### src/rtl/core/gcl_pkg.sv
// Shared constants, types and sequencer states of the gcd and lcm unit.
package gcl_pkg;

  localparam int OPERAND_WIDTH = 16;
  localparam int PRODUCT_WIDTH = 2 * OPERAND_WIDTH;
  // Two guard bits: one for the shifted-in dividend bit, one for the sign.
  localparam int ALU_WIDTH     = OPERAND_WIDTH + 2;
  localparam int COUNT_WIDTH   = $clog2(OPERAND_WIDTH);

  typedef logic [OPERAND_WIDTH-1:0] operand_t;
  typedef logic [PRODUCT_WIDTH-1:0] product_t;
  typedef logic [ALU_WIDTH-1:0]     alu_word_t;
  typedef logic [COUNT_WIDTH-1:0]   count_t;

  localparam count_t LAST_STEP = COUNT_WIDTH'(OPERAND_WIDTH - 1);

  typedef struct packed {
    alu_word_t op_a;
    alu_word_t op_b;
    logic      subtract;
  } alu_req_t;

  typedef struct packed {
    operand_t common_divisor;
    product_t common_multiple;
    logic     operand_error;
  } result_t;

  typedef enum logic [5:0] {
    ST_IDLE  = 6'b000001,
    ST_GCD   = 6'b000010,
    ST_SHIFT = 6'b000100,
    ST_DIV   = 6'b001000,
    ST_MUL   = 6'b010000,
    ST_DONE  = 6'b100000
  } state_t;

endpackage

### src/rtl/core/gcl_seq.sv
// Sequencer and working registers: binary gcd, exact division, shift-add multiply.
module gcl_seq import gcl_pkg::*; (
  input  logic      clk,
  input  logic      rst_n,
  input  logic      start_valid,
  output logic      start_ready,
  input  operand_t  first_operand,
  input  operand_t  second_operand,
  output alu_req_t  alu_req,
  input  alu_word_t alu_res,
  output logic      res_valid,
  output result_t   res,
  input  logic      res_take
);

  state_t   state_r, state_nxt;
  operand_t x_r, x_nxt;     // gcd working value, then the divisor g
  operand_t y_r, y_nxt;     // gcd working value, then remainder, then product high half
  operand_t a_r, a_nxt;     // dividend/quotient, then product low half
  operand_t b_r, b_nxt;     // second operand kept for the multiply
  count_t   k_r, k_nxt;     // common factors of two removed
  count_t   cnt_r, cnt_nxt;
  logic     err_r, err_nxt;

  logic     zero_op;
  logic     neg;
  logic     diff_zero;

  assign zero_op   = (first_operand == '0) || (second_operand == '0);
  assign neg       = alu_res[ALU_WIDTH-1];
  assign diff_zero = (alu_res == '0);

  always_comb begin
    state_nxt = state_r;
    x_nxt     = x_r;
    y_nxt     = y_r;
    a_nxt     = a_r;
    b_nxt     = b_r;
    k_nxt     = k_r;
    cnt_nxt   = cnt_r;
    err_nxt   = err_r;
    alu_req   = '{op_a: '0, op_b: '0, subtract: 1'b0};

    unique case (state_r)
      ST_IDLE: begin
        if (start_valid) begin
          err_nxt   = zero_op;
          x_nxt     = zero_op ? '0 : first_operand;
          y_nxt     = zero_op ? '0 : second_operand;
          a_nxt     = zero_op ? '0 : first_operand;
          b_nxt     = second_operand;
          k_nxt     = '0;
          state_nxt = zero_op ? ST_DONE : ST_GCD;
        end
      end
      ST_GCD: begin
        alu_req = '{op_a: ALU_WIDTH'(x_r), op_b: ALU_WIDTH'(y_r), subtract: 1'b1};
        if (!x_r[0] && !y_r[0]) begin
          x_nxt = x_r >> 1;
          y_nxt = y_r >> 1;
          k_nxt = k_r + 1'b1;
        end else if (!x_r[0]) begin
          x_nxt = x_r >> 1;
        end else if (!y_r[0]) begin
          y_nxt = y_r >> 1;
        end else if (diff_zero) begin
          state_nxt = ST_SHIFT;
        end else if (neg) begin
          // Keep the larger value in x so the next difference is positive.
          x_nxt = y_r;
          y_nxt = x_r;
        end else begin
          x_nxt = alu_res[OPERAND_WIDTH:1];
        end
      end
      ST_SHIFT: begin
        if (k_r == '0) begin
          y_nxt     = '0;
          cnt_nxt   = '0;
          state_nxt = ST_DIV;
        end else begin
          x_nxt = x_r << 1;
          k_nxt = k_r - 1'b1;
        end
      end
      ST_DIV: begin
        alu_req = '{op_a: ALU_WIDTH'({y_r, a_r[OPERAND_WIDTH-1]}),
                    op_b: ALU_WIDTH'(x_r), subtract: 1'b1};
        if (!neg) begin
          y_nxt = alu_res[OPERAND_WIDTH-1:0];
          a_nxt = {a_r[OPERAND_WIDTH-2:0], 1'b1};
        end else begin
          y_nxt = {y_r[OPERAND_WIDTH-2:0], a_r[OPERAND_WIDTH-1]};
          a_nxt = {a_r[OPERAND_WIDTH-2:0], 1'b0};
        end
        if (cnt_r == LAST_STEP) begin
          // The division is exact, so the remainder is dropped and the
          // register starts over as the product's high half.
          y_nxt     = '0;
          cnt_nxt   = '0;
          state_nxt = ST_MUL;
        end else begin
          cnt_nxt = cnt_r + 1'b1;
        end
      end
      ST_MUL: begin
        alu_req = '{op_a: ALU_WIDTH'(y_r),
                    op_b: a_r[0] ? ALU_WIDTH'(b_r) : '0, subtract: 1'b0};
        y_nxt = alu_res[OPERAND_WIDTH:1];
        a_nxt = {alu_res[0], a_r[OPERAND_WIDTH-1:1]};
        if (cnt_r == LAST_STEP) begin
          state_nxt = ST_DONE;
        end else begin
          cnt_nxt = cnt_r + 1'b1;
        end
      end
      ST_DONE: begin
        if (res_take) begin
          state_nxt = ST_IDLE;
        end
      end
      default: begin
        state_nxt = ST_IDLE;
      end
    endcase
  end

  always_ff @(posedge clk) begin
    if (!rst_n) begin
      state_r <= ST_IDLE;
    end else begin
      state_r <= state_nxt;
    end
  end

  always_ff @(posedge clk) begin
    x_r   <= x_nxt;
    y_r   <= y_nxt;
    a_r   <= a_nxt;
    b_r   <= b_nxt;
    k_r   <= k_nxt;
    cnt_r <= cnt_nxt;
    err_r <= err_nxt;
  end

  assign start_ready         = (state_r == ST_IDLE);
  assign res_valid           = (state_r == ST_DONE);
  assign res.common_divisor  = x_r;
  assign res.common_multiple = {y_r, a_r};
  assign res.operand_error   = err_r;

endmodule

### config.mk
export PLATFORM = sky130hd
export DESIGN_NAME = gcl_seq
export DESIGN_NICKNAME = d
export VERILOG_FILES = /design/src/rtl/core/gcl_pkg.sv /design/src/rtl/core/gcl_seq.sv
export SDC_FILE = /design/constraint.sdc
export NUM_CORES = 1
export LEC_CHECK = 0
export BUFFER_PORTS_ARGS = -buffer_cell sky130_fd_sc_hd__buf_2
export CAP_MARGIN = 20
export CORE_MARGIN = 2
export CORE_UTILIZATION = 45
export CTS_BUF_LIST = sky130_fd_sc_hd__clkbuf_4
export DETAILED_ROUTE_END_ITERATION = 10
export PLACE_DENSITY_LB_ADDON = 0.3
export SYNTH_ARGS = -nofsm -noshare
export SYNTH_HDL_FRONTEND = slang
export SYNTH_SLANG_ARGS = --single-unit
### constraint.sdc
create_clock -name clk -period 4.3 [get_ports clk]
set_clock_uncertainty 0.1 [all_clocks]
set_input_delay 0.215 -clock clk [delete_from_list [all_inputs] [get_ports clk]]
set_output_delay 0.215 -clock clk [all_outputs]
set_load 0.01 [all_outputs]
==> run summary, run 1 <==
Crit end category: register
Share of cells above drive strength 1: 0.324
Min-Delay Path Depth: 2
Leakage power: 0.00270 uW
Status: finished, final reports clean
Inserted Clock Buffers: 9
Fmax achieved: 328 MHz
# placed instances: 682
Dpl hpwl: 10,900 um
Internal power: 1980 uW
Seq cells post-synth: 79
Most instantiated library cell after synthesis: edfxtp_1
DRT iter0 DRCs: 728
Ys async rst share: 0
Reg2reg setup slack: 1.25 ns
Critical R2R Launch: state_r[2]$_SDFFE_PN0P_
Clock Tree Buf Depth: 2
Via/cell ratio: 6.50
Core ar.: 10,400 um2
Sw Share: 0.442
Comb pwr share: 0.412
Chip height: 108 um
Ys flop type: edfxtp_1
WL per Instance: 21.9 um
Endpoint, Worst Hold: a_r[5]$_DFFE_PP_
# resized after CTS: 0
Placer Congestion: 0.901
CP Launch Type: register
Vias in the first global route: 4,271
Worst-margin pin slew: 0.986 ns
Final Slew Violations: 0
Final period util: 0.709
Slew Limit Headroom: 0.339
Endpoints failing hold: 0
Synth top area share: 0.452
Global route total overflow: 0
DRC viols: 0
Post-Layout Cell Count: 727
EDFF count, synth: 73
Flop pwr share: 0.476
Initial antenna violation count: 1
Post-synth top cells: edfxtp_1, inv_1, a221o_1, a222oi_1
DP Area: 5610 um2
Final #Nets: 643
Max cap viols: 0
# IOs: 142
Port Buffers: 138
Seq/Total Area, Yosys: 0.476
Cells after Synth: 437
Starting density of the core: 0.466
FF-to-FF End: state_r[0]$_SDFFE_PN1P_
TritonCTS clock tree: built
Peak supply drop: 0.000293 V
Post-route ant nets: 0
Drt pass-1 iters: 9
Clk_lat worst skew: 0.43 ns
Finish-stage setup viols: 0
Clock period minus worst slack: 3.05 ns
Path depth of the worst reg2reg path: 6
CP Class: register to register
Std-Cell Rows: 37
CP Data Required Time: 4.52 ns
Finished Core Util: 0.577
Yosys top cell by area: edfxtp_1
Sum of negative setup slack: 0 ns
Hold WC Path Type: input port to register
H-tree depth: 3
Synth Cell Area: 4850 um2
Layout fillers: 878
Final Power: 3550 uW
CTS Root Cell: clkbuf_4
RSZ-0062 raised after global routing: no
Layout area overhead: 23.8%
Post-Syn Area per Cell: 11.1 um2
YS warnings: 0
Critical path arrival: 3.27 ns
Synth cell types: 51
Clock share of power: 0.112
Worst setup startpoint: state_r[2]$_SDFFE_PN0P_
Hold-fix buffers, CTS: 25
Via Count: 4,729
Largest net degree at the start of global routing: 52
HP Start: first_operand[5]
Post-CTS Setup Bufs: 0
Die area: 11,600 um2
Global-route wire length before repair: 24,200 um
CTS clk-pin slew, worst paths: 0.13 ns
Clock Sinks: 79
Power Dens Cells: 591 nW/um2
Final Instance Area: 6010 um2
All-Layer GR Usage: 0.272
Routed WL: 15,900 um
Crit-path max FO: 10
Synth top area cells: edfxtp_1, a221o_1, a222oi_1
DIE WIDTH: 108 um
Sw Pwr: 1570 uW
-- final cells by class --
cell class / count / area (um2) / area share
sequential: 79 / 2310 / 0.385
multi-input combinational: 285 / 2240 / 0.372
timing repair buffer: 175 / 1040 / 0.173
tap: 136 / 170 / 0.0283
inverter: 35 / 131 / 0.0219
clock buffer: 9 / 67.6 / 0.0112
clock inverter: 7 / 50.0 / 0.00833
antenna: 1 / 2.50 / 0.000416
-- critical path: stages, from the launching register on --
cell and delay [ns]:
dfxtp_1 0.44, or4_4 0.55, nor4b_1 0.68, nor4bb_1 0.29
nand2_1 0.16, o221ai_1 0.13, dlygate4sd3_1 0.60
-- power by group through the flow --
stage	combinational, uW	clock (uW)	sequential (uW)
after CTS	1440	399	1660
after detailed placement	1410	0	1680
after global placement	1390	0	1670
after global routing	1570	436	1720
after floorplan	812	0	1630
final	1460	398	1690
-- sequential cells by signal (all words and copies together) (netlist names) --
register / flops
k_r: 4
cnt_r: 4
err_r: 1
state_r: 6
a_r: 16
y_r: 16
x_r: 16
b_r: 16
-- kinds of logic after synthesis --
family	after synthesis	share of synthesized area
xor gates and xnor gates	5	0.00902
other	1	0.000772
buffers and inverters	75	0.0660
AOI/OAI and AO/OA	147	0.255
and+or+nand+nor	95	0.113
DFF	79	0.476
muxes	31	0.0680
adders and majority gates	4	0.0119
-- metrics by stage --
stage	hold WS, ns	worst slack [ns]
3_5_place_dp	0.324	1.32
6_report	0.0173	1.25
3_3_place_gp	0.320	1.43
2_1_floorplan	0.194	1.25
5_1_grt	0.00463	1.12
4_1_cts	0.000152	1.06
-- routing by layer --
metal / GRT usage / vias to the layer above / part of all wire
met3: 0.0418 / 35 / 0.11
li1: - / 2079 / -
met1: 0.404 / 2254 / 0.41
met4: 0.0925 / 0 / 0.024
met2: 0.402 / 361 / 0.45
met5: 0 / - / 0
-- how the worst max path moves through the flow --
stage,slack [ns],end
after floorplan,1.25,y_r[10]$_DFFE_PP_
after global placement,1.43,y_r[14]$_DFFE_PP_
after detailed placement,1.32,y_r[13]$_DFFE_PP_
after CTS,1.06,alu_req[15]
after global routing,1.12,y_r[8]$_DFFE_PP_
final,1.25,state_r[0]$_SDFFE_PN1P_
-- cell usage in the layout, fill, tap and decap left out, types with 4 or more instances in the layout --
cell	n
nand2_1	28
a21o_1	17
and2_1	5
dlygate4sd3_1	26
edfxtp_1	73
nor2_1	13
o21ai_0	18
dfxtp_1	6
inv_1	35
nand3b_1	4
a222oi_1	32
nand3_1	5
mux2_2	16
a221o_1	32
nor4_1	16
mux2i_1	15
a22o_1	28
buf_2	138
a21oi_1	9
buf_4	10
clkbuf_4	9
(Power assumes the default switching activity.)
==> run 2, diff against run 1 <==
- clock period: 4.3 -> 2.9 ns (I/O delays scaled with it)
==> run summary, run 2 (synthesis results as in run 1) <==
Clock Sinks: 79
Global-route wire length before repair: 25,200 um
# IOs: 142
Internal power: 3270 uW
Sum of negative setup slack: 0 ns
Share of cells above drive strength 1: 0.336
Endpoints failing hold: 0
CTS Root Cell: clkbuf_4
TritonCTS clock tree: built
Via Count: 4,865
Clock Tree Buf Depth: 2
Hold WC Path Type: input port to register
Worst-margin pin slew: 1.05 ns
Core ar.: 10,400 um2
Clock period minus worst slack: 2.76 ns
Critical path arrival: 3.01 ns
CP Data Required Time: 3.15 ns
Commonest non-fill, non-tap cell in the layout: buf_2
Path depth of the worst reg2reg path: 7
Critical-path cell list: or4_4 > nor3b_4 > buf_4 > o31ai_1 > nand2_1 > o221ai_1 > dlygate4sd3_1
H-tree depth: 3
Vias in the first global route: 4,621
Sw Share: 0.417
Post-Layout Cell Count: 747
Crit end category: register
Status: finished, final reports clean
Post-route ant nets: 0
Placer Congestion: 0.908
DIE WIDTH: 108 um
Power Dens Cells: 893 nW/um2
Peak supply drop: 0.000360 V
DRC viols: 0
Final Instance Area: 6280 um2
Largest net degree at the start of global routing: 34
FF-to-FF End: state_r[0]$_SDFFE_PN1P_
Ant. Diodes: 0
Sw Pwr: 2340 uW
Finish-stage setup viols: 0
Clock share of power: 0.154
CTS clk-pin slew, worst paths: 0.14 ns
Inserted Clock Buffers: 9
Max cap viols: 0
Global route total overflow: 0
Starting density of the core: 0.466
Final Slew Violations: 0
Fmax achieved: 362 MHz
Critical R2R Launch: state_r[5]$_SDFFE_PN0P_
Leakage power: 0.00285 uW
Final Power: 5610 uW
Std-Cell Rows: 37
Commonest cells after routing, fill and taps aside: buf_2, edfxtp_1, dlygate4sd3_1
Routed WL: 16,400 um
Slowest CP cell: or4_4
Via/cell ratio: 6.51
Chip height: 108 um
Worst path bufs/invs: 2
Port Buffers: 138
DP Area: 5700 um2
Initial antenna violation count: 0
Top delay family on crit path: simple AND/OR/NAND/NOR gates
Comb pwr share: 0.402
CP Launch Type: register
Crit-path max FO: 20
Final period util: 0.952
Final #Nets: 664
Clk_lat worst skew: 0.44 ns
# placed instances: 694
Endpoint, Worst Hold: y_r[9]$_DFFE_PP_
WL per Instance: 22.0 um
HP Start: alu_res[10]
Dpl hpwl: 11,400 um
Flop pwr share: 0.444
DRT iter0 DRCs: 640
Reg2reg setup slack: 0.14 ns
CP Class: register to register
Die area: 11,600 um2
Min-Delay Path Depth: 4
Critical path's largest stage delay: 0.58 ns
Slew Limit Headroom: 0.299
Drt pass-1 iters: 9
Layout area overhead: 29.4%
RSZ-0062 raised after global routing: no
All-Layer GR Usage: 0.280
run 2: cell count changes in the layout (fill, tap and decap cells not counted), sizes merged:
| cell | delta |
|---|---|
| inv | +1 |
| bufinv | +3 |
| clkinvlp | -3 |
| dlygate4sd3 | +10 |
| clkbuf | +1 |
| buf | +10 |
| diode | -1 |
| clkinv | -1 |
run 2: worst max path at each step:
| stage | start | endpoint | slack, ns | cells past startpoint |
|---|---|---|---|---|
| 3_5_place_dp | state_r[0]$_SDFFE_PN1P_ | y_r[9]$_DFFE_PP_ | 0.38 | 7 |
| 5_1_grt | state_r[0]$_SDFFE_PN1P_ | state_r[0]$_SDFFE_PN1P_ | 0.02 | 7 |
| 4_1_cts | state_r[0]$_SDFFE_PN1P_ | alu_req[1] | 0.11 | 7 |
| 6_report | state_r[5]$_SDFFE_PN0P_ | state_r[0]$_SDFFE_PN1P_ | 0.14 | 7 |
| 2_1_floorplan | state_r[4]$_SDFFE_PN0P_ | k_r[3]$_SDFFCE_PP0P_ | 0.11 | 10 |
| 3_3_place_gp | state_r[4]$_SDFFE_PN0P_ | x_r[1]$_DFFE_PP_ | 0.43 | 7 |
run 2: power by group through the flow:
stage / Clock (uW) / Combinational (uW) / Sequential [uW]
final: 864 / 2260 / 2490
after global routing: 917 / 2430 / 2540
after CTS: 867 / 2210 / 2460
after detailed placement: 0 / 2160 / 2480
after global placement: 0 / 2110 / 2460
after floorplan: 0 / 1210 / 2410
run 2: stage by stage:
stage | hold slack [ns] | worst slack [ns] | util
after floorplan | 0.124 | 0.111 | -
after global placement | 0.257 | 0.431 | 0.548
after detailed placement | 0.265 | 0.382 | 0.548
after CTS | 0.00819 | 0.109 | 0.600
after global routing | 0.0403 | 0.0228 | 0.603
final | 0.0179 | 0.140 | 0.603
run 2: what timing repair did:
item / CTS / global route
endpoints found under the hold margin: 65 / 0
endpoints found under the setup margin: 0 / 18
hold buffers: 36 / 0
buffers inserted: 0 / 0
gates resized for setup: 0 / 4
run 2: metal layers:
metal	GRT usage	share of wire
met2	0.442	0.47
met1	0.399	0.42
met4	0.0870	0.015
met5	0	0
met3	0.0406	0.10
run 2: final cells by class:
cell class / count / area, um2
clock inverters: 7 / 120
well taps: 136 / 170
repair buffers: 196 / 1230
flip-flops and latches: 79 / 2310
clock buffers: 9 / 67.6
inverters: 35 / 131
fillers: 894 / 4130
multi-input cells: 285 / 2260
run 2: worst min-delay path, stage by stage:
cell and delay (ns):
buf_2 0.11, nand2_1 0.05, o21ai_0 0.06, a221o_1 0.10
