File: src/rtl/core/gcl_pkg.sv
// Shared constants, types and sequencer states of the gcd and lcm unit.
package gcl_pkg;

  localparam int OPERAND_WIDTH = 16;
  localparam int PRODUCT_WIDTH = 2 * OPERAND_WIDTH;
  // Two guard bits: one for the shifted-in dividend bit, one for the sign.
  localparam int ALU_WIDTH     = OPERAND_WIDTH + 2;
  localparam int COUNT_WIDTH   = $clog2(OPERAND_WIDTH);

  typedef logic [OPERAND_WIDTH-1:0] operand_t;
  typedef logic [PRODUCT_WIDTH-1:0] product_t;
  typedef logic [ALU_WIDTH-1:0]     alu_word_t;
  typedef logic [COUNT_WIDTH-1:0]   count_t;

  localparam count_t LAST_STEP = COUNT_WIDTH'(OPERAND_WIDTH - 1);

  typedef struct packed {
    alu_word_t op_a;
    alu_word_t op_b;
    logic      subtract;
  } alu_req_t;

  typedef struct packed {
    operand_t common_divisor;
    product_t common_multiple;
    logic     operand_error;
  } result_t;

  typedef enum logic [5:0] {
    ST_IDLE  = 6'b000001,
    ST_GCD   = 6'b000010,
    ST_SHIFT = 6'b000100,
    ST_DIV   = 6'b001000,
    ST_MUL   = 6'b010000,
    ST_DONE  = 6'b100000
  } state_t;

endpackage

File: src/rtl/core/gcl_alu.sv
// Shared adder/subtractor used by the gcd, divide and multiply phases of the sequencer.
module gcl_alu import gcl_pkg::*; (
  input  alu_req_t  req,
  output alu_word_t res
);

  // Subtraction as a + ~b + 1; the top bit is the sign for zero-extended operands.
  assign res = req.op_a + (req.subtract ? ~req.op_b : req.op_b) + ALU_WIDTH'(req.subtract);

endmodule

File: config.mk
export PLATFORM = sky130hd
export DESIGN_NAME = gcl_alu
export DESIGN_NICKNAME = d
export VERILOG_FILES = /design/src/rtl/core/gcl_pkg.sv /design/src/rtl/core/gcl_alu.sv
export SDC_FILE = /design/constraint.sdc
export NUM_CORES = 1
export LEC_CHECK = 0
export ABC_AREA = 1
export BUFFER_PORTS_ARGS = -buffer_cell sky130_fd_sc_hd__buf_4
export CELL_PAD_IN_SITES_DETAIL_PLACEMENT = 1
export CELL_PAD_IN_SITES_GLOBAL_PLACEMENT = 2
export CORE_MARGIN = 1
export CORE_UTILIZATION = 25
export DETAILED_ROUTE_END_ITERATION = 12
export PLACE_DENSITY_LB_ADDON = 0.3
export SETUP_SLACK_MARGIN = 0.2
export SYNTH_ARGS = -nofsm -noshare
export SYNTH_HDL_FRONTEND = slang
export SYNTH_SLANG_ARGS = --single-unit
File: constraint.sdc
create_clock -name vclk -period 7
set_input_delay 1.4 -clock vclk [all_inputs]
set_output_delay 1.4 -clock vclk [all_outputs]
set_load 0.03 [all_outputs]
==> flow_metrics.env, run 1 <==
export IMPL_cp_max_fo=18
export IMPL_worstSetupEndpointType="primary output"
export IMPL_synth_cell_type_count=23
export IMPL_rows=25
export IMPL_nFillCells=660
export IMPL_vias_per_cell=4.36
export IMPL_clkPwrFrac=0
export IMPL_first_iter_violations=27
export IMPL_leakage_nw=0.997
export IMPL_hold_viol_final=0
export IMPL_met3_length_um=63
export IMPL_totalWireLength_um=3690
export IMPL_synth_nets=276
export IMPL_drt_drc_violations_left=0
export IMPL_gr_usage_all_layers=0.148
export IMPL_wl_met2_um=1720
export IMPL_grt_pass1_wl_um=6380
export IMPL_n_clock_buffer=0
export IMPL_num_antenna_cells=0
export IMPL_ios=55
export IMPL_placed_area_um2=1710
export IMPL_grt_pass1_vias=1469
export IMPL_crit_start="req[0]"
export IMPL_coreArea_um2=4720
export IMPL_status="complete, no violations"
export IMPL_finalCritPeriodShare=0.659
export IMPL_start_util=0.260
export IMPL_min_delay_start="req[19]"
export IMPL_crit_arrival_ps=3220
export IMPL_rsz0062_at_grt="no"
export IMPL_die_y_um=72.1
export IMPL_gp_congestion=0.776
export IMPL_syn2layout_area_growth_pct=39.1
export IMPL_cts_hold_buf=0
export IMPL_max_freq_mhz=217
export IMPL_dr_max_layer_used="met3"
export IMPL_multi_input_area_um2=1100
export IMPL_finalNetCount=331
export IMPL_ctsResizeCount=0
export IMPL_regArea_um2=0
export IMPL_switching_share=0.623
export IMPL_maxSlewHeadroom=0.786
export IMPL_cpPeakStageDelay_ps=400
export IMPL_ant_nets=0
export IMPL_critPathSlowestCell="ha_1"
export IMPL_first_pass_iters=4
export IMPL_seqPwrFrac=0
export IMPL_final_min_clock_period_ps=4620
export IMPL_p_per_area_nw_per_um2=158
export IMPL_seq_cell_count=0
export IMPL_num_vias=1491
export IMPL_design_area_um2=1710
export IMPL_drive_gt1_frac=0.255
export IMPL_worst_setup_path_type="in2out"
export IMPL_maxSlewViolCount=0
export IMPL_synthCells=222
export IMPL_grt_max_degree=19
export IMPL_ys_warn_count=0
export IMPL_wl_met1_um=1900
export IMPL_maxCapViolations=0
export IMPL_worstPathCellList="buf_4 -> xor2_1 -> ha_1 -> nand2_1 -> nor2_1 -> nand3_1 -> nand3_2 -> xor2_1 -> buf_4"
export IMPL_avgSynthCellArea_um2=5.54
export IMPL_grt_antenna_before_repair=0
export IMPL_min_path_type="in2out"
export IMPL_die_w_um=72.1
export IMPL_p_switching_mw=0.169
export IMPL_grt_overflow_total=0
export IMPL_io_buffer_count=55
export IMPL_p_int_mw=0.102
export IMPL_routedWlPerCell_um=10.8
export IMPL_ys_seq_area_frac=0
export IMPL_post_cts_setup_buffers=0
export IMPL_die_area_um2=5200
export IMPL_synth_area_um2=1230
export IMPL_fin_setup_tns_ps=0
export IMPL_irDropWorstVdd_mv=0.0601
export IMPL_pwr_share_comb=1.000
export IMPL_worstMarginPinSlew_ps=321
export IMPL_hpwlAfterDp_um=3330
export IMPL_start_kind="input pin"
export IMPL_cp_data_required_time_ps=5600
export IMPL_setup_viol=0
==> placed cells by master (no fill, tap or decap), drive strengths merged <==
| cell type | n |
|---|---|
| nand4 | 2 |
| o21ai | 3 |
| xnor2 | 1 |
| ha | 16 |
| nor3 | 3 |
| nand2 | 84 |
| fa | 1 |
| clkinv | 1 |
| o21bai | 1 |
| nand3 | 17 |
| buf | 55 |
| xor2 | 25 |
| a21oi | 13 |
| inv | 29 |
| and2 | 1 |
| nor2 | 23 |
==> path summary, 6_finish.rpt <==
kind	end	slack, ps	depth (start not counted)
worst min-delay path	res[0]	3140	4
worst max-delay path	res[9]	2380	9
==> power by group through the flow <==
stage	logic [mW]	registers, mW	clock network, mW
5_1_grt	0.299	0	0
3_5_place_dp	0.274	0	0
3_3_place_gp	0.272	0	0
6_report	0.271	0	0
4_1_cts	0.275	0	0
2_1_floorplan	0.183	0	0
==> synthesized netlist by cell type (3+ instances only) <==
cell type / n / area (um^2)
nand2_1: 79 / 297
inv_1: 27 / 101
xor2_1: 25 / 219
nor2_1: 19 / 71.3
ha_1: 16 / 200
nand3_1: 15 / 75.1
a21oi_1: 11 / 55.1
nand2_2: 5 / 31.3
nor2_2: 3 / 18.8
nor3_1: 3 / 15.0
o21ai_0: 3 / 15.0
==> metal layers <==
layer / up-vias / GRT usage
met2: 21 / 0.254
met5: - / 0
met1: 668 / 0.219
met4: 0 / 0
li1: 802 / -
met3: 0 / 0
==> cell families (layout without fill, tap and decap cells) <==
group | count (synthesis) | in the layout | share of synthesized area
buf+inv | 32 | 85 | 0.105
fa+ha+maj | 17 | 17 | 0.179
simple gates | 130 | 130 | 0.454
compound gates | 17 | 17 | 0.0773
xor+xnor | 26 | 26 | 0.185
==> cell type report <==
class	instances	area share
Inverter	30	0.0658
Multi-Input combinational cell	190	0.644
Tap cell	67	0.0490
Timing Repair Buffer	55	0.241
==> critical path, delay by kind of cell <==
family,cells,cell delay [ps]
xor gates and xnor gates,2,400
buffers and inverters,2,420
and+or+nand+nor,4,590
adders and majority gates,1,400
==> per-stage QoR <==
stage | hold slack (ps) | utilization | power [mW] | cells | setup slack (ps)
2_1_floorplan | 3020 | - | 0.183 | 222 | 2380
3_3_place_gp | 3140 | 0.362 | 0.272 | 342 | 2350
3_5_place_dp | 3140 | 0.362 | 0.274 | 342 | 2400
4_1_cts | 3140 | 0.362 | 0.275 | 342 | 2390
5_1_grt | 3160 | 0.362 | 0.299 | 342 | 2170
6_report | 3140 | 0.362 | 0.271 | 342 | 2380
(Power assumes the default switching activity.)
==> run 2: changes to the inputs <==
--- a/config.mk
+++ b/config.mk
@@ -10,7 +10,7 @@
 export CELL_PAD_IN_SITES_DETAIL_PLACEMENT = 1
 export CELL_PAD_IN_SITES_GLOBAL_PLACEMENT = 2
 export CORE_MARGIN = 1
-export CORE_UTILIZATION = 25
+export CORE_UTILIZATION = 21
 export DETAILED_ROUTE_END_ITERATION = 12
 export PLACE_DENSITY_LB_ADDON = 0.3
 export SETUP_SLACK_MARGIN = 0.2
==> constraint.sdc (replaced) <==
create_clock -name vclk -period 4.1
set_input_delay 0.82 -clock vclk [all_inputs]
set_output_delay 0.82 -clock vclk [all_outputs]
set_load 0.03 [all_outputs]
==> run 2 against run 1 <==
Net effect: sequential share of layout area unchanged; cell area is 0.37% higher; final cell count is 1.5% higher; power increased by 70%; critical path depth rose by 3; first-iteration DRC count shrank 37%; hold slack worse by 1200 ps; worst setup slack got worse by 1700 ps; global-route usage is 2.6 points lower; wire length rose by 1.0%; critical endpoint is now res[12].
==> flow_metrics.env, run 2 (synthesized netlist as in run 1, its figures left out) <==
export IMPL_die_area_um2=6170
export IMPL_vias_per_cell=4.24
export IMPL_first_iter_violations=17
export IMPL_worstPathCellList="buf_4 -> xor2_1 -> fa_1 -> nand3_1 -> nand2_1 -> nand2_1 -> nand2_1 -> nand2_1 -> nand2_1 -> nand2_1 -> nand2_1 -> buf_4"
export IMPL_critPathSlowestCell="fa_1"
export IMPL_seq_cell_count=0
export IMPL_pre_cts_slack_ps=634
export IMPL_irDropWorstVdd_mv=0.0747
export IMPL_setup_viol=0
export IMPL_first_pass_iters=4
export IMPL_use_met3=0.00116
export IMPL_leakage_nw=0.997
export IMPL_num_vias=1471
export IMPL_grt_antenna_before_repair=0
export IMPL_start_kind="input pin"
export IMPL_top_usage_layer="met2"
export IMPL_grt_max_degree=19
export IMPL_regArea_um2=0
export IMPL_totalWireLength_um=3720
export IMPL_met1_usage=0.170
export IMPL_cts_hold_buf=0
export IMPL_post_cts_setup_buffers=0
export IMPL_ios=55
export IMPL_worstMarginPinSlew_ps=319
export IMPL_worstSetupEndpointType="primary output"
export IMPL_grt_pass1_wl_um=6230
export IMPL_worst_setup_path_type="in2out"
export IMPL_grt_use_met2=0.217
export IMPL_gp_congestion=0.763
export IMPL_routedWlPerCell_um=10.7
export IMPL_gr_usage_all_layers=0.122
export IMPL_final_min_clock_period_ps=3430
export IMPL_fin_setup_tns_ps=0
export IMPL_rsz0062_at_grt="no"
export IMPL_cpPeakStageDelay_ps=500
export IMPL_maxSlewHeadroom=0.787
export IMPL_hold_viol_final=0
export IMPL_drive_gt1_frac=0.255
export IMPL_p_per_area_nw_per_um2=269
export IMPL_crit_arrival_ps=2610
export IMPL_crit_top_cell="nand2_1"
export IMPL_start_util=0.221
export IMPL_cp_data_required_time_ps=3280
export IMPL_drt_drc_violations_left=0
export IMPL_die_w_um=78.5
export IMPL_final_common_cell="nand2_1"
export IMPL_io_buffer_count=55
export IMPL_die_y_um=78.5
export IMPL_syn2layout_area_growth_pct=39.6
export IMPL_coreArea_um2=5570
export IMPL_n_clock_buffer=0
export IMPL_maxSlewViolCount=0
export IMPL_final_cell_mix="79 x nand2_1, 55 x buf_4, 27 x inv_1"
export IMPL_fin_ws_ps=670
export IMPL_max_freq_mhz=292
export IMPL_rows=27
export IMPL_grt_pass1_vias=1416
export IMPL_status="complete, no violations"
export IMPL_grt_overflow_total=0
export IMPL_hold_depth=4
export IMPL_finalCritPeriodShare=0.836
export IMPL_ctsResizeCount=0
export IMPL_num_antenna_cells=0
export IMPL_hpwlAfterDp_um=3440
export IMPL_cp_max_fo=18
export IMPL_maxCapViolations=0
export IMPL_finalNetCount=331
export IMPL_min_to="res[0]"
export IMPL_min_delay_start="req[19]"
export IMPL_min_path_type="in2out"
export IMPL_ant_nets=0
## run 2: where the power goes
part / internal [mW] / total [mW] / switching, mW
Sequential: 0 / 0 / 0
Combinational: 0.174 / 0.461 / 0.287
Clock: 0 / 0 / 0
Total: 0.174 / 0.461 / 0.287
## run 2: stage by stage
step / cell area, um^2 / instances / hold slack [ps] / util / total power, mW
floorplan: 1230 / 222 / 1860 / - / 0.312
global placement: 1720 / 347 / 1990 / 0.308 / 0.469
detailed placement: 1720 / 347 / 1990 / 0.308 / 0.470
CTS: 1720 / 347 / 1990 / 0.308 / 0.471
global route: 1720 / 347 / 2010 / 0.308 / 0.511
finish: 1720 / 347 / 1980 / 0.308 / 0.461
## run 2: how the worst max path moves through the flow
stage / slack, ps / endpoint / startpoint / cells past startpoint
floorplan: 640 / res[7] / req[0] / 11
global route: 460 / res[12] / req[0] / 12
finish: 670 / res[12] / req[0] / 12
CTS: 630 / res[12] / req[0] / 12
global placement: 640 / res[16] / req[0] / 12
detailed placement: 630 / res[12] / req[0] / 12
## run 2: metal layers
layer,vias up,wire [um],share of wire
met1,648,1860,0.50
met4,0,24,0.0064
li1,803,-,-
met2,18,1770,0.47
met3,2,72,0.019
met5,-,0,0
## run 2: cell type report
cell class         instances  area, um^2
inverters                 30         113
well taps                 72        90.1
multi-input cells        190        1100
repair buffers            55         413
fillers                  758        3860
## run 2: critical path: cells and delay by family
family	cells	cell delay, ps
buf+inv	2	440
xor+xnor	1	160
fa+ha+maj	1	500
simple gates	8	660
==> run 3: changes to the inputs <==
==> constraint.sdc (replaced) <==
create_clock -name vclk -period 2.95
set_input_delay 0.59 -clock vclk [all_inputs]
set_output_delay 0.59 -clock vclk [all_outputs]
set_load 0.03 [all_outputs]
==> run 3 against run 2 <==
Net effect: first-iteration DRC count rose by 94%; non-clock buffer count is 31 higher; cell area is 42% higher; via count grew 15%; power grew 97%; global-route usage up 2.7 points; wire length grew 34%; critical path type unchanged; highest routed layer unchanged.
==> flow_metrics.env, run 3 (synthesized netlist as in run 1, its figures left out) <==
export IMPL_status="complete, no violations"
export IMPL_final_min_clock_period_ps=2710
export IMPL_crit_arrival_ps=2120
export IMPL_die_area_um2=6170
export IMPL_clkPwrFrac=0
export IMPL_cts_hold_buf=0
export IMPL_vias_per_cell=4.47
export IMPL_finalNetCount=362
export IMPL_grt_pass1_vias=1734
export IMPL_leakage_nw=1.23
export IMPL_io_buffer_count=55
export IMPL_max_freq_mhz=369
export IMPL_drt_drc_violations_left=0
export IMPL_grt_overflow_total=0
export IMPL_seq_cell_count=0
export IMPL_finish_utilization=0.437
export IMPL_totalWireLength_um=4980
export IMPL_maxSlewHeadroom=0.839
export IMPL_setup_viol=0
export IMPL_start_kind="input pin"
export IMPL_n_clock_buffer=0
export IMPL_cp_max_fo=4
export IMPL_routedWlPerCell_um=13.2
export IMPL_first_pass_iters=4
export IMPL_totalPowerFinal_mw=0.911
export IMPL_syn2layout_area_growth_pct=98.0
export IMPL_grt_pass1_wl_um=7510
export IMPL_final_cell_mix="76 x buf_4, 53 x nand2_1, 26 x nand2_2"
export IMPL_p_switching_mw=0.507
export IMPL_hold_viol_final=0
export IMPL_worstPathCellList="clkbuf_16 -> xor2_4 -> fa_2 -> nand3_1 -> nand2_2 -> nand2_1 -> nand2_2 -> nand2_2 -> nand2_1 -> nand2_1 -> nand2_2 -> buf_4"
export IMPL_gp_congestion=0.770
export IMPL_num_vias=1689
export IMPL_coreArea_um2=5570
export IMPL_cp_data_required_time_ps=2360
export IMPL_p_per_area_nw_per_um2=374
export IMPL_die_w_um=78.5
export IMPL_cp_buffers_inverters=2
export IMPL_finalCritPeriodShare=0.918
export IMPL_grt_antenna_before_repair=0
export IMPL_finalNonFillerCells=378
export IMPL_nFillCells=734
export IMPL_ios=55
export IMPL_worstMarginPinSlew_ps=242
export IMPL_min_to="res[0]"
export IMPL_first_iter_violations=33
export IMPL_hold_depth=4
export IMPL_pwr_share_comb=1.000
export IMPL_hpwlAfterDp_um=3710
export IMPL_cpPeakStageDelay_ps=400
export IMPL_gr_usage_all_layers=0.149
export IMPL_switching_share=0.557
export IMPL_ant_nets=0
export IMPL_crit_top_cell="nand2_2"
export IMPL_final_common_cell="buf_4"
export IMPL_rsz0062_at_grt="yes"
export IMPL_seqPwrFrac=0
export IMPL_min_delay_start="req[19]"
export IMPL_crit_family="simple AND/OR/NAND/NOR gates"
export IMPL_irDropWorstVdd_mv=0.200
export IMPL_die_y_um=78.5
export IMPL_regArea_um2=0
export IMPL_whs_ps=1570
export IMPL_maxCapViolations=0
export IMPL_worst_setup_path_type="in2out"
export IMPL_grt_max_degree=10
export IMPL_maxSlewViolCount=0
export IMPL_p_int_mw=0.403
export IMPL_worstSetupEndpointType="primary output"
export IMPL_start_util=0.221
export IMPL_critPathSlowestCell="fa_2"
export IMPL_rows=27
export IMPL_dp_cells=366
export IMPL_min_path_type="in2out"
export IMPL_drive_gt1_frac=0.546
export IMPL_num_antenna_cells=0
run 3: cell types whose count changed in the layout (fill, tap and decap cells not counted), sizes merged:
| cell | delta |
|---|---|
| buf | +30 |
| clkbuf | +1 |
run 3: stage by stage:
stage                     TNS, ps  setup WS, ps  instance area, um^2
after CTS                       0           201                 2190
after floorplan                 0           198                 1330
after global routing            0           136                 2430
after global placement      -7.42         -5.66                 1940
final                           0           242                 2430
after detailed placement     -212         -40.7                 1940
run 3: worst max-delay path by stage:
stage,from,to,slack [ps],depth (start not counted)
after CTS,req[0],res[15],200,14
after global routing,req[0],res[14],140,12
after detailed placement,req[0],res[16],-40,12
after global placement,req[0],res[16],-6,12
final,req[0],res[16],240,12
after floorplan,req[0],res[8],200,9
run 3: layer usage:
metal,GRT usage,vias up,wire length (um)
li1,-,858,-
met1,0.188,800,2070
met2,0.283,25,2750
met3,0.00465,6,88
met4,0.0167,0,75
met5,0,-,0
run 3: what timing repair did:
item,4_1_cts,5_1_grt
setup endpoints to repair,15,12
gates cloned,1,1
gates resized for setup,42,37
buffers inserted,6,4
pin swaps,25,25
run 3: power by group through the flow:
stage,Sequential (mW),Clock (mW),Combinational [mW]
global placement,0,0,0.737
finish,0,0,0.911
global route,0,0,0.981
CTS,0,0,0.831
detailed placement,0,0,0.745
floorplan,0,0,0.474
run 3: cell type report:
class	count	area [um^2]	area share
tap	72	90.1	0.0370
timing repair buffer	86	729	0.300
inverter	30	114	0.0468
multi-input combinational	190	1500	0.617
